`config.mk`:
```
export PLATFORM = sky130hd
export DESIGN_NAME = postfix_expression_evaluator_core
export DESIGN_NICKNAME = d
export VERILOG_FILES = /design/src/hdl/pee_pkg.sv /design/src/hdl/pee_ctrl.sv /design/src/hdl/pee_dp.sv /design/src/hdl/postfix_expression_evaluator_core.sv
export SDC_FILE = /design/constraint.sdc
export NUM_CORES = 2
export LEC_CHECK = 0
export BUFFER_PORTS_ARGS = -buffer_cell sky130_fd_sc_hd__buf_2
export CAP_MARGIN = 20
export CORE_MARGIN = 10
export CORE_UTILIZATION = 55
export CTS_BUF_LIST = sky130_fd_sc_hd__clkbuf_8 sky130_fd_sc_hd__clkbuf_16
export CTS_CLUSTER_DIAMETER = 50
export DETAILED_ROUTE_END_ITERATION = 10
export PLACE_DENSITY = 0.71
export SLEW_MARGIN = 0
export SYNTH_ARGS = -nofsm -noshare
export SYNTH_HDL_FRONTEND = slang
export SYNTH_HIERARCHICAL = 1
export SYNTH_SLANG_ARGS = --single-unit
export TNS_END_PERCENT = 50
```
`constraint.sdc`:
```
create_clock -name clk -period 9.73 [get_ports clk]
set_input_delay 2.919 -clock clk [delete_from_list [all_inputs] [get_ports clk]]
set_output_delay 2.919 -clock clk [all_outputs]
set_load 0.01 [all_outputs]
```
`src/hdl/pee_pkg.sv`:
```
package pee_pkg;

  // Sizes of the operand stack and of the fixed-point format.
  localparam int STACK_DEPTH = 32;
  localparam int FRAC_BITS   = 16;
  localparam int ADDR_W      = $clog2(STACK_DEPTH);
  localparam int CNT_W       = $clog2(STACK_DEPTH + 1);
  localparam int ACC_W       = 15;
  localparam int ACC_MAX     = 32767;
  localparam int DIV_STEPS   = 32 + FRAC_BITS;
  localparam int DCNT_W      = $clog2(DIV_STEPS + 1);

  // Character codes.
  localparam logic [7:0] CH_ADD   = 8'h2B;
  localparam logic [7:0] CH_SUB   = 8'h2D;
  localparam logic [7:0] CH_MUL   = 8'h2A;
  localparam logic [7:0] CH_DIV   = 8'h2F;
  localparam logic [7:0] CH_E_UP  = 8'h45;
  localparam logic [7:0] CH_E_LO  = 8'h65;
  localparam logic [7:0] CH_C_UP  = 8'h43;
  localparam logic [7:0] CH_C_LO  = 8'h63;
  localparam logic [7:0] CH_ZERO  = 8'h30;
  localparam logic [7:0] CH_NINE  = 8'h39;

  // Status codes.
  localparam logic [2:0] ST_OK    = 3'd0;
  localparam logic [2:0] ST_EMPTY = 3'd1;
  localparam logic [2:0] ST_UNDER = 3'd2;
  localparam logic [2:0] ST_DIV0  = 3'd3;
  localparam logic [2:0] ST_SAT   = 3'd4;
  localparam logic [2:0] ST_FULL  = 3'd5;

  // Commands from the controller to the datapath.
  typedef struct packed {
    logic load;       // capture an accepted request
    logic acc_digit;  // fold a digit into the accumulator
    logic push_num;   // push the pending integer, if any
    logic misc;       // handle 'E' or 'C'
    logic pop_b;
    logic pop_a;
    logic load_a;     // capture the a operand from the read port
    logic exec;       // first arithmetic step
    logic mul_fin;
    logic div_step;
    logic div_fin;
    logic push_res;
    logic end_pop;
    logic end_cap;
    logic emit;
  } cmd_t;

  // Status from the datapath to the controller.
  typedef struct packed {
    logic in_number;
    logic is_digit;
    logic is_op;
    logic is_mul;
    logic is_div;
    logic b_zero;
    logic last;
    logic div_last;
    logic out_busy;
  } sts_t;

  // Saturate a wide signed value to 32 bits.
  function automatic logic signed [31:0] sat32(input logic signed [63:0] v);
    logic signed [31:0] r;
    if (v > 64'sd2147483647) r = 32'sh7FFFFFFF;
    else if (v < -64'sd2147483648) r = 32'sh80000000;
    else r = v[31:0];
    return r;
  endfunction

  function automatic logic ovf32(input logic signed [63:0] v);
    return (v > 64'sd2147483647) || (v < -64'sd2147483648);
  endfunction

endpackage

```
`src/hdl/pee_ctrl.sv`:
```
module pee_ctrl (
  input  logic          clk,
  input  logic          rst_n,
  input  logic          in_valid,
  output logic          in_ready,
  input  pee_pkg::sts_t sts,
  output pee_pkg::cmd_t cmd
);

  typedef enum logic [14:0] {
    S_IDLE = 15'b000000000000001,
    S_DEC  = 15'b000000000000010,
    S_OP   = 15'b000000000000100,
    S_RDB  = 15'b000000000001000,
    S_RDA  = 15'b000000000010000,
    S_LDA  = 15'b000000000100000,
    S_EXEC = 15'b000000001000000,
    S_MUL2 = 15'b000000010000000,
    S_DIV  = 15'b000000100000000,
    S_DIVF = 15'b000001000000000,
    S_PUSH = 15'b000010000000000,
    S_FIN  = 15'b000100000000000,
    S_END2 = 15'b001000000000000,
    S_END3 = 15'b010000000000000,
    S_EMIT = 15'b100000000000000
  } state_t;

  state_t state_r, state_nxt;

  assign in_ready = (state_r == S_IDLE);

  // Next state and command decode.
  always_comb begin
    state_nxt = state_r;
    cmd = '0;
    case (state_r)
      S_IDLE: begin
        if (in_valid) begin
          cmd.load = 1'b1;
          state_nxt = S_DEC;
        end
      end
      S_DEC: begin
        if (sts.in_number && sts.is_digit) begin
          cmd.acc_digit = 1'b1;
          state_nxt = S_FIN;
        end else begin
          cmd.push_num = 1'b1;
          state_nxt = S_OP;
        end
      end
      S_OP: begin
        if (sts.is_op) begin
          state_nxt = S_RDB;
        end else begin
          cmd.misc = 1'b1;
          state_nxt = S_FIN;
        end
      end
      S_RDB: begin
        cmd.pop_b = 1'b1;
        state_nxt = S_RDA;
      end
      S_RDA: begin
        cmd.pop_a = 1'b1;
        state_nxt = S_LDA;
      end
      S_LDA: begin
        cmd.load_a = 1'b1;
        state_nxt = S_EXEC;
      end
      S_EXEC: begin
        cmd.exec = 1'b1;
        if (sts.is_mul) state_nxt = S_MUL2;
        else if (sts.is_div && !sts.b_zero) state_nxt = S_DIV;
        else state_nxt = S_PUSH;
      end
      S_MUL2: begin
        cmd.mul_fin = 1'b1;
        state_nxt = S_PUSH;
      end
      S_DIV: begin
        cmd.div_step = 1'b1;
        if (sts.div_last) state_nxt = S_DIVF;
      end
      S_DIVF: begin
        cmd.div_fin = 1'b1;
        state_nxt = S_PUSH;
      end
      S_PUSH: begin
        cmd.push_res = 1'b1;
        state_nxt = S_FIN;
      end
      S_FIN: begin
        if (sts.last) begin
          cmd.push_num = 1'b1;
          state_nxt = S_END2;
        end else begin
          state_nxt = S_IDLE;
        end
      end
      S_END2: begin
        cmd.end_pop = 1'b1;
        state_nxt = S_END3;
      end
      S_END3: begin
        cmd.end_cap = 1'b1;
        state_nxt = S_EMIT;
      end
      S_EMIT: begin
        if (!sts.out_busy) begin
          cmd.emit = 1'b1;
          state_nxt = S_IDLE;
        end
      end
      default: state_nxt = S_IDLE;
    endcase
  end

  // State register.
  always_ff @(posedge clk) begin
    if (!rst_n) state_r <= S_IDLE;
    else state_r <= state_nxt;
  end

endmodule

```
`src/hdl/pee_dp.sv`:
```
module pee_dp (
  input  logic                clk,
  input  logic                rst_n,
  input  logic [7:0]          in_char_code,
  input  logic                in_last_char,
  input  pee_pkg::cmd_t       cmd,
  output pee_pkg::sts_t       sts,
  output logic signed [31:0]  out_value,
  output logic [2:0]          out_status,
  output logic                out_valid,
  input  logic                out_ready
);

  localparam int AW = pee_pkg::ADDR_W;
  localparam int CW = pee_pkg::CNT_W;
  localparam int QW = pee_pkg::DIV_STEPS;

  logic [7:0]                  char_r;
  logic                        last_r;
  logic [pee_pkg::ACC_W-1:0]   acc_r;
  logic                        innum_r;
  logic [2:0]                  err_r;
  logic [CW-1:0]               cnt_r;
  logic signed [31:0]          mem [pee_pkg::STACK_DEPTH];
  logic signed [31:0]          rd_data_r;
  logic                        b_ok_r, a_ok_r, empty_r;
  logic signed [31:0]          a_r, b_r, res_r;
  logic signed [63:0]          prod_r;
  logic [32:0]                 rem_r;
  logic [QW-1:0]               quo_r;
  logic [31:0]                 dvs_r;
  logic                        dneg_r;
  logic [pee_pkg::DCNT_W-1:0]  dcnt_r;
  logic signed [31:0]          out_value_r;
  logic [2:0]                  out_status_r;
  logic                        out_valid_r;

  logic is_digit, is_add, is_sub, is_mul, is_div, is_e, is_c;
  logic [CW-1:0]     cnt_m1;
  logic              cnt_zero, full;
  logic [18:0]       acc_next;
  logic              acc_ovf;
  logic signed [63:0] num_wide, sum_wide, div_wide;
  logic              push_en;
  logic signed [31:0] push_val;
  logic              f_sat, f_under, f_div0, f_full;
  logic [2:0]        flag_code;
  logic [32:0]       rem_sh;
  logic              qbit;
  logic [32:0]       a_abs, b_abs;

  // Character decode.
  assign is_digit = (char_r >= pee_pkg::CH_ZERO) && (char_r <= pee_pkg::CH_NINE);
  assign is_add   = (char_r == pee_pkg::CH_ADD);
  assign is_sub   = (char_r == pee_pkg::CH_SUB);
  assign is_mul   = (char_r == pee_pkg::CH_MUL);
  assign is_div   = (char_r == pee_pkg::CH_DIV);
  assign is_e     = (char_r == pee_pkg::CH_E_UP) || (char_r == pee_pkg::CH_E_LO);
  assign is_c     = (char_r == pee_pkg::CH_C_UP) || (char_r == pee_pkg::CH_C_LO);

  assign cnt_m1   = cnt_r - CW'(1);
  assign cnt_zero = (cnt_r == '0);
  assign full     = (cnt_r >= CW'(pee_pkg::STACK_DEPTH));

  // Decimal accumulator step.
  assign acc_next = 19'(acc_r) * 19'd10 + 19'(char_r - pee_pkg::CH_ZERO);
  assign acc_ovf  = (acc_next > 19'(pee_pkg::ACC_MAX));

  // Integer converted to fixed point.
  assign num_wide = 64'(acc_r) <<< pee_pkg::FRAC_BITS;

  // Add or subtract on the popped operands.
  assign sum_wide = is_sub ? (64'(a_r) - 64'(b_r)) : (64'(a_r) + 64'(b_r));

  // Signed quotient from the divider magnitude.
  assign div_wide = dneg_r ? -$signed(64'(quo_r)) : $signed(64'(quo_r));

  // Divider step: shift in one dividend bit and try a subtract.
  assign rem_sh = {rem_r[31:0], quo_r[QW-1]};
  assign qbit   = (rem_sh >= {1'b0, dvs_r});

  assign a_abs = a_r[31] ? (33'd0 - 33'(a_r)) : 33'(a_r);
  assign b_abs = b_r[31] ? (33'd0 - 33'(b_r)) : 33'(b_r);

  // Push selection.
  assign push_en  = (cmd.push_num && innum_r) || cmd.push_res;
  assign push_val = cmd.push_res ? res_r : pee_pkg::sat32(num_wide);

  // Error sources of this cycle, in the order the evaluation raises them.
  assign f_sat   = (cmd.acc_digit && acc_ovf)
                 || (cmd.push_num && innum_r && pee_pkg::ovf32(num_wide))
                 || (cmd.exec && (is_add || is_sub) && pee_pkg::ovf32(sum_wide))
                 || (cmd.mul_fin && pee_pkg::ovf32(prod_r >>> pee_pkg::FRAC_BITS))
                 || (cmd.div_fin && pee_pkg::ovf32(div_wide));
  assign f_under = (cmd.pop_a || cmd.pop_b) && cnt_zero;
  assign f_div0  = cmd.exec && is_div && (b_r == '0);
  assign f_full  = push_en && full;

  always_comb begin
    if (f_under) flag_code = pee_pkg::ST_UNDER;
    else if (f_div0) flag_code = pee_pkg::ST_DIV0;
    else if (f_sat) flag_code = pee_pkg::ST_SAT;
    else if (f_full) flag_code = pee_pkg::ST_FULL;
    else flag_code = pee_pkg::ST_OK;
  end

  // Stack memory with registered read of the top entry.
  always_ff @(posedge clk) begin
    if (push_en && !full) mem[cnt_r[AW-1:0]] <= push_val;
    rd_data_r <= mem[cnt_m1[AW-1:0]];
  end

  // Control state of the evaluation.
  always_ff @(posedge clk) begin
    if (!rst_n) begin
      cnt_r   <= '0;
      acc_r   <= '0;
      innum_r <= 1'b0;
      err_r   <= pee_pkg::ST_OK;
      dcnt_r  <= '0;
      out_valid_r <= 1'b0;
    end else if (cmd.emit) begin
      // Result register and end-of-expression clear.
      out_valid_r <= 1'b1;
      cnt_r   <= '0;
      acc_r   <= '0;
      innum_r <= 1'b0;
      err_r   <= pee_pkg::ST_OK;
    end else begin
      if (err_r == pee_pkg::ST_OK) err_r <= flag_code;

      if (cmd.acc_digit) begin
        acc_r <= acc_ovf ? pee_pkg::ACC_W'(pee_pkg::ACC_MAX) : acc_next[pee_pkg::ACC_W-1:0];
      end
      if (cmd.push_num && innum_r) begin
        acc_r   <= '0;
        innum_r <= 1'b0;
      end
      if (cmd.misc && is_e) begin
        acc_r   <= '0;
        innum_r <= 1'b1;
      end

      // Stack count.
      if (cmd.misc && is_c) cnt_r <= '0;
      else if ((cmd.pop_a || cmd.pop_b || cmd.end_pop) && !cnt_zero) cnt_r <= cnt_m1;
      else if (push_en && !full) cnt_r <= cnt_r + CW'(1);

      // Divider iteration count.
      if (cmd.exec && is_div && (b_r != '0)) dcnt_r <= pee_pkg::DCNT_W'(QW);
      else if (cmd.div_step && (dcnt_r != '0)) dcnt_r <= dcnt_r - pee_pkg::DCNT_W'(1);

      // The result leaves once the receiver takes it.
      if (out_valid_r && out_ready) out_valid_r <= 1'b0;
    end
  end

  // Operand and arithmetic registers.
  always_ff @(posedge clk) begin
    if (cmd.load) begin
      char_r <= in_char_code;
      last_r <= in_last_char;
    end
    if (cmd.pop_b) b_ok_r <= !cnt_zero;
    if (cmd.pop_a) begin
      a_ok_r <= !cnt_zero;
      b_r <= b_ok_r ? rd_data_r : '0;
    end
    if (cmd.load_a) a_r <= a_ok_r ? rd_data_r : '0;
    if (cmd.exec) begin
      if (is_mul) prod_r <= 64'(a_r) * 64'(b_r);
      else if (is_div) begin
        if (b_r == '0) begin
          res_r <= (a_r > 0) ? 32'sh7FFFFFFF : ((a_r < 0) ? 32'sh80000000 : 32'sd0);
        end
        rem_r  <= '0;
        quo_r  <= QW'(a_abs) << pee_pkg::FRAC_BITS;
        dvs_r  <= b_abs[31:0];
        dneg_r <= a_r[31] ^ b_r[31];
      end else res_r <= pee_pkg::sat32(sum_wide);
    end
    if (cmd.div_step) begin
      rem_r <= qbit ? (rem_sh - {1'b0, dvs_r}) : rem_sh;
      quo_r <= {quo_r[QW-2:0], qbit};
    end
    if (cmd.mul_fin) res_r <= pee_pkg::sat32(prod_r >>> pee_pkg::FRAC_BITS);
    if (cmd.div_fin) res_r <= pee_pkg::sat32(div_wide);
    if (cmd.end_pop) empty_r <= cnt_zero;
    if (cmd.end_cap) res_r <= empty_r ? 32'sd0 : rd_data_r;
    if (cmd.emit) begin
      out_value_r  <= res_r;
      out_status_r <= (err_r != pee_pkg::ST_OK) ? err_r
                    : (empty_r ? pee_pkg::ST_EMPTY : pee_pkg::ST_OK);
    end
  end

  // The a operand is captured during the cycle after its read.
  assign sts.in_number = innum_r;
  assign sts.is_digit  = is_digit;
  assign sts.is_op     = is_add || is_sub || is_mul || is_div;
  assign sts.is_mul    = is_mul;
  assign sts.is_div    = is_div;
  assign sts.b_zero    = (b_r == '0);
  assign sts.last      = last_r;
  assign sts.div_last  = (dcnt_r == pee_pkg::DCNT_W'(1));
  assign sts.out_busy  = out_valid_r && !out_ready;

  assign out_value  = out_value_r;
  assign out_status = out_status_r;
  assign out_valid  = out_valid_r;

endmodule

```
`src/hdl/postfix_expression_evaluator_core.sv`:
```
// Per request: a digit passes S_DEC and S_FIN, any other plain character S_DEC, S_OP and S_FIN;
// an add, subtract, divide by zero or multiply also S_RDB, S_RDA, S_LDA, S_EXEC and S_PUSH,
// with S_MUL2 for a multiply; a divide adds the one-bit-per-cycle restoring divider (48 steps).
// The last character passes S_END2 and S_END3; S_EMIT registers the result, waiting on out_ready.
// Throughput: one character at a time; a new request is taken once the previous one ends.
// Reset (rst_n, synchronous, active low) empties the stack and clears the error and number state.
module postfix_expression_evaluator_core (
  input  logic               clk,
  input  logic               rst_n,
  input  logic               in_valid,
  output logic               in_ready,
  input  logic [7:0]         in_char_code,
  input  logic               in_last_char,
  output logic               out_valid,
  input  logic               out_ready,
  output logic signed [31:0] out_value,
  output logic [2:0]         out_status
);

  pee_pkg::cmd_t cmd;
  pee_pkg::sts_t sts;

  // Sequencer.
  pee_ctrl u_ctrl (
    .clk      (clk),
    .rst_n    (rst_n),
    .in_valid (in_valid),
    .in_ready (in_ready),
    .sts      (sts),
    .cmd      (cmd)
  );

  // Stack, arithmetic and result register.
  pee_dp u_dp (
    .clk          (clk),
    .rst_n        (rst_n),
    .in_char_code (in_char_code),
    .in_last_char (in_last_char),
    .cmd          (cmd),
    .sts          (sts),
    .out_value    (out_value),
    .out_status   (out_status),
    .out_valid    (out_valid),
    .out_ready    (out_ready)
  );

endmodule

```
Yosys cells after proc, flatten, opt, wreduce, memory -nomap -nowiden

Memories as Yosys holds them, arrays and structs flattened. A register that Yosys moved wholly into a read port is not among the register bits.
Index checks and enable logic that the tools add are counted.
W data, S select, Z words.

Equality and inequality tests: 30
$lt $le $gt $ge: 15
Reduce and logical (&&, ||, !) cells: 65
Add/subtract/negate cells: 11
Mux-type cells: 79
Multiply operators: 2
Bitwise logic cells: 4

Operators with widths:

| operator                | number |
|---|---|
| $mux W32                | 25 |
| $pmux W15 S14           | 1 |
| $mux W48                | 4 |
| $gt A64 B32 Y1 const B  | 2 |
| $lt A64 B32 Y1 const B  | 2 |
| $mux W64                | 2 |
| $mul A32 B32 Y64        | 1 |
| $neg A48 Y64            | 1 |
| $sub A1 B32 Y32 const A | 2 |
| $mux W15                | 4 |
| $gt A48 B32 Y1 const B  | 1 |
| $lt A48 B32 Y1 const B  | 1 |
| $add A32 B32 Y33        | 1 |
| $ge A33 B32 Y1          | 1 |
| $sub A32 B32 Y33        | 1 |
| $eq A8 B6 Y1 const B    | 4 |
| $eq A8 B7 Y1 const B    | 4 |
| $gt A32 B1 Y1 const B   | 1 |
| $logic_not A32 Y1       | 1 |
| $lt A32 B1 Y1 const B   | 1 |
| $lt A32 B32 Y1 const B  | 1 |
| $reduce_bool A32 Y1     | 1 |
| $sub A32 B32 Y32        | 1 |
| $gt A31 B31 Y1 const B  | 1 |
| 53 further kinds        | 142 |

Bits in registers: 367
Input port bits: 13
Memories kept: 1
RAM bits: 1,024

Memory list:

| name     | depth | bits a word | read ports | clocked after memory_dff | write ports | RTL line     | text |
|---|---|---|---|---|---|---|---|
| u_dp.mem | 32    | 32          | 1          | 1                        | 1           | pee_dp.sv:24 | `logic signed [31:0] mem [pee_pkg::STACK_DEPTH];` |

Longest topological paths before layout

Depth in word-level cells: 14
Depth in mapped cells: 31
Depth with buffers taken out: 28

Modules after synthesis

The synthesis kept the hierarchy.

Modules (own cells, without submodules):

| module   | cells an instance | seq. area each (um^2) | times used | area each (um^2) |
|---|---|---|---|---|
| pee_dp   | 7,550             | 41,159.5              | 1          | 97,045.6 |
| pee_ctrl | 123               | 300.3                 | 1          | 973.4 |

Worst setup path before layout

OpenSTA, ideal clock, no wires.

Path type: register to register
Start: register u_dp.a_r[31]
End: register u_dp.prod_r[63], data pin
Required time: 9.470 ns
Cell stages (with the launch flop): 31
Clock period less this slack: 8.185 ns
Path slack: 1.545 ns
Data arrival time: 7.925 ns
Path through: edfxtp_1 > clkbuf_1 > clkbuf_1 > clkbuf_1 > nand2_1 > inv_1 > fa_1 > inv_1 > fa_1 > inv_1 > fa_1 > fa_1 > inv_1 > fa_1 > inv_1 > fa_1 > inv_1 > fa_1 > inv_1 > fa_1 > ha_1 > a21o_1 > a21o_1 > a21o_1 > a21o_1 > a21oi_1 > nand2_1 > a21oi_1 > o21bai_1 > a21oi_1 > xnor2_1

Longest elaborated chain between the ends: 1

RTL lines:

| what                   | RTL line      | text |
|---|---|---|
| from (decl)            | pee_dp.sv:27  | `logic signed [31:0] a_r, b_r, res_r;` |
| from (signal assigned) | pee_dp.sv:169 | `if (cmd.load_a) a_r <= a_ok_r ? rd_data_r : '0;` |
| $mul A32 B32 Y64       | pee_dp.sv:171 | `if (is_mul) prod_r <= 64'(a_r) * 64'(b_r);` |
| to (signal assigned)   | pee_dp.sv:171 |  |
| to (decl)              | pee_dp.sv:28  | `logic signed [63:0] prod_r;` |

No other way between the ends.
A chain may end at the register's enable or synchronous reset.

Final worst setup path

Start: register u_dp.b_r[0]
End: register u_dp.prod_r[63], data pin

Longest elaborated chain between the ends: 1

RTL lines:

| what                   | RTL line      | text |
|---|---|---|
| from (decl)            | pee_dp.sv:27  |  |
| from (signal assigned) | pee_dp.sv:167 | `b_r <= b_ok_r ? rd_data_r : '0;` |
| $mul A32 B32 Y64       | pee_dp.sv:171 |  |

No other way between the ends.

==> metrics <==
setup TNS=0 ns; Max-slew headroom=22.3%; vias per inst=6.04; CP required=10.26 ns; number of synthesized flops with an enable pin=1328; Clk pwr share=47.1%; Cell Chain, Critical Path=inv_1 > nor2_1 > ha_1 > fa_1 > fa_1 > buf_4 > fa_1 > fa_1 > fa_1 > fa_1 > fa_1 > ha_1 > a21o_1 > a21o_1 > a21o_1 > a211oi_1 > nand3_1 > buf_4 > a21o_1 > a21oi_1 > o21bai_1 > a21oi_1 > xnor2_1; Clock Root Buffer=clkbuf_16; multi-input logic area=50900 um2; Synth Area in XOR/XNOR=2.56%; total gr overflow=0; Tcrit/Tclk final=98.5%; final wirelength=278000 um; CP bufs+invs=3; unrepaired setup endpoints after global routing=false; port buffer count=49; Psw=2.86 mW; post-synthesis cell count=7673; # fillers=13300; aggregate global-route resource usage=28.6%; clk_skew=0.0426 ns; CTS tree=yes; ys flop type=edfxtp_1; FFs w/ async S/R, synth=0%; area share of the largest cell type after synthesis=40.7%; crit-path leading delay family=adder cells; CTS buffer count=155; Final Power=13.1 mW; Worst path most repeated cell=fa_1; P_int=10.3 mW; Yosys top cell by area=edfxtp_1; status=finished with violations; DPL Wire Length=193000 um; Netlist cell types=89; Syn Area/Cell=12.8 um2; die width=442 um; Slew @ Worst Pin=1.17 ns; Post-Syn Area=98000 um2; fin crit period=9.59 ns; CP max FO=23; simple-gate portion of the synthesized area=10.1%; max-cap violation count=0; first-pass GRT wire length=420000 um; Seq/Total Area, Yosys=42.3%; Starting Density=55.5%; drc violations=1; Leakage=41.8 nW; share of power burned in registers=50.1%; Crit path arrival time=10.12 ns; worst hold margin=0.468 ns; DR iter-0 viols=6120; Setup Fix Bufs, Post-CTS=0; initial antenna violation count=20; adder and majority cell fraction of the synthesized area=26.0%; P&R area growth vs syn=9.18%; cts hold-fix bufs=0; #FFs+latches synth=1407; Clk Latency, worst-skew pair=0.83 ns; DR WL/cell=27.4 um; largest net degree at the start of global routing=161; boundary pin count=50; Peak Freq=104 MHz; Worst path depth=23; clk buf depth=3; FF/Latch Area=41500 um2; max incr delay on CP=1.01 ns; Synth Area in Compound Gates=4.67%; clk slew on worst S/H paths=0.06 ns; CP max-delay cell=edfxtp_1; VDD IR max=0.188 mV; Placer Congestion=1.02; combinational power share=2.9%; YS warnings=6; failing checks=design-rule violations; TritonRoute pass-1 iters=5; Worst Hold Depth=0; synth top area cells=edfxtp_1, fa_1, mux4_2; final-report hold violation count=0; share of post-route cells with drive strength above 1=12.4%; Power Density=123 nW/um2; ANT nets after route=0; core area=177000 um2; post-synth net total=9073; Finish-stage setup viols=0; Switching Fraction=21.8%; full die area=196000 um2; largest family of logic cells by synthesized area=adder cells; Critical Path Sink Type=flop; Setup CP Type=flop to flop; Min-Delay Path Class=flop to flop; vias in the first global route=64900; htree depth=4; post-CTS resize count=0; Std-Cell Rows=154; R2R depth=23; clk sinks=1407; startpoint types=flop; mux contribution to synthesized area=8.26%; Die Y-Extent=442 um; max-slew violation count=0; Nets=9058; total number of vias=61200
==> cell usage in the layout, fill, tap and decap left out, drive strengths merged, types with 172 or more instances in the layout <==
cell type / netlist / final
and2: 618 / 618
nand2: 702 / 702
nor2: 194 / 194
edfxtp: 1328 / 1328
o21ai: 172 / 172
inv: 1161 / 1205
buf: 69 / 251
ha: 302 / 302
mux4: 320 / 320
fa: 1085 / 1085
==> metal layers <==
layer	vias up	GRT usage (%)	part of all wire [%]
li1	25800	-	-
met4	6	14.3	5.8
met1	31600	36.9	37
met3	694	6.00	9.5
met2	3168	46.1	48
met5	-	0	0.016
==> cells by family (layout without fill, tap and decap cells) <==
kind of cell               Yosys count  in the layout
and+or+nand+nor                   1919           1919
buffers and inverters             1585           1699
DFF                               1407           1407
adders and majority gates         1387           1387
AOI/OAI and AO/OA                  685            685
muxes                              403            403
xor gates and xnor gates           287            287
other                                0              8
==> cell type report <==
class,instances,share of cell area (%)
multi-input combinational,4681,47.6
sequential,1407,38.7
inverter,1161,4.07
clock buffer,161,3.71
tap,2340,2.74
timing repair buffer,252,1.78
clock inverter,125,1.37
antenna,8,0.0187
==> final timing paths <==
check	endpoint	slack [ns]	start
worst max-delay path	u_dp/prod_r[63]	0.14	u_dp/b_r[0]
worst min register to register	u_dp/out_value[9]	0.47	u_dp/res_r[9]
worst max register to register	u_dp/prod_r[63]	0.14	u_dp/b_r[0]
worst min-delay path	u_dp/out_value[9]	0.47	u_dp/res_r[9]
==> through the flow <==
stage	area (um2)	utilization [%]	cells	setup WS, ns
2_1_floorplan	98000	-	7673	1.54
3_3_place_gp	101000	57.4	9836	0.331
3_5_place_dp	101000	57.4	9837	0.413
4_1_cts	107000	60.5	10100	0.390
5_1_grt	107000	60.6	10100	0.0400
6_report	107000	60.6	10100	0.144
==> cells in the mapped netlist, types with 6 or more instances <==
| library cell | count |
|---|---|
| nand3_1 | 33 |
| nor3_1 | 61 |
| a21o_1 | 76 |
| nor3b_1 | 9 |
| nand4_1 | 39 |
| a22o_1 | 9 |
| mux2i_1 | 35 |
| nor2_1 | 194 |
| dfxtp_1 | 79 |
| a32o_1 | 23 |
| and2_1 | 617 |
| xnor2_1 | 146 |
| xor2_1 | 141 |
| clkbuf_1 | 355 |
| o21a_1 | 34 |
| or3_1 | 45 |
| o31ai_1 | 35 |
| o211a_1 | 6 |
| o221a_2 | 15 |
| o21ai_0 | 170 |
| a211oi_1 | 14 |
| o41ai_1 | 15 |
| buf_4 | 6 |
| mux4_2 | 320 |
| nand3b_1 | 6 |
| o21bai_1 | 20 |
| nor4_1 | 21 |
| ha_1 | 302 |
| or2_2 | 12 |
| a31oi_1 | 19 |
| inv_1 | 1160 |
| or4_1 | 27 |
| and3_1 | 16 |
| o211ai_1 | 14 |
| a21boi_0 | 6 |
| edfxtp_1 | 1328 |
| fa_1 | 1085 |
| a21oi_1 | 169 |
| nand2b_1 | 41 |
| mux2_2 | 48 |
| nor2b_1 | 51 |
| nand2_1 | 702 |
| buf_1 | 56 |
==> power by group through the flow <==
stage	Sequential (mW)	Combinational, mW	Clock [mW]
global placement	6.70	0.366	0
CTS	6.57	0.372	6.25
finish	6.57	0.379	6.17
detailed placement	6.70	0.366	0
floorplan	6.69	0.255	0
global route	6.57	0.406	6.46
==> state kept, by name, indices dropped and copies added, names as in the netlist, 32 cells and up <==
name and cells:
u_dp/res_r 32, u_dp/quo_r 48, u_dp/prod_r 48, u_dp/rem_r 32, u_dp/a_r 32, u_dp/dvs_r 32
u_dp/b_r 32, u_dp/rd_data_r 32, u_dp/mem 1024, u_dp/out_value 32
Note: power is estimated with default switching activity, not from simulation.
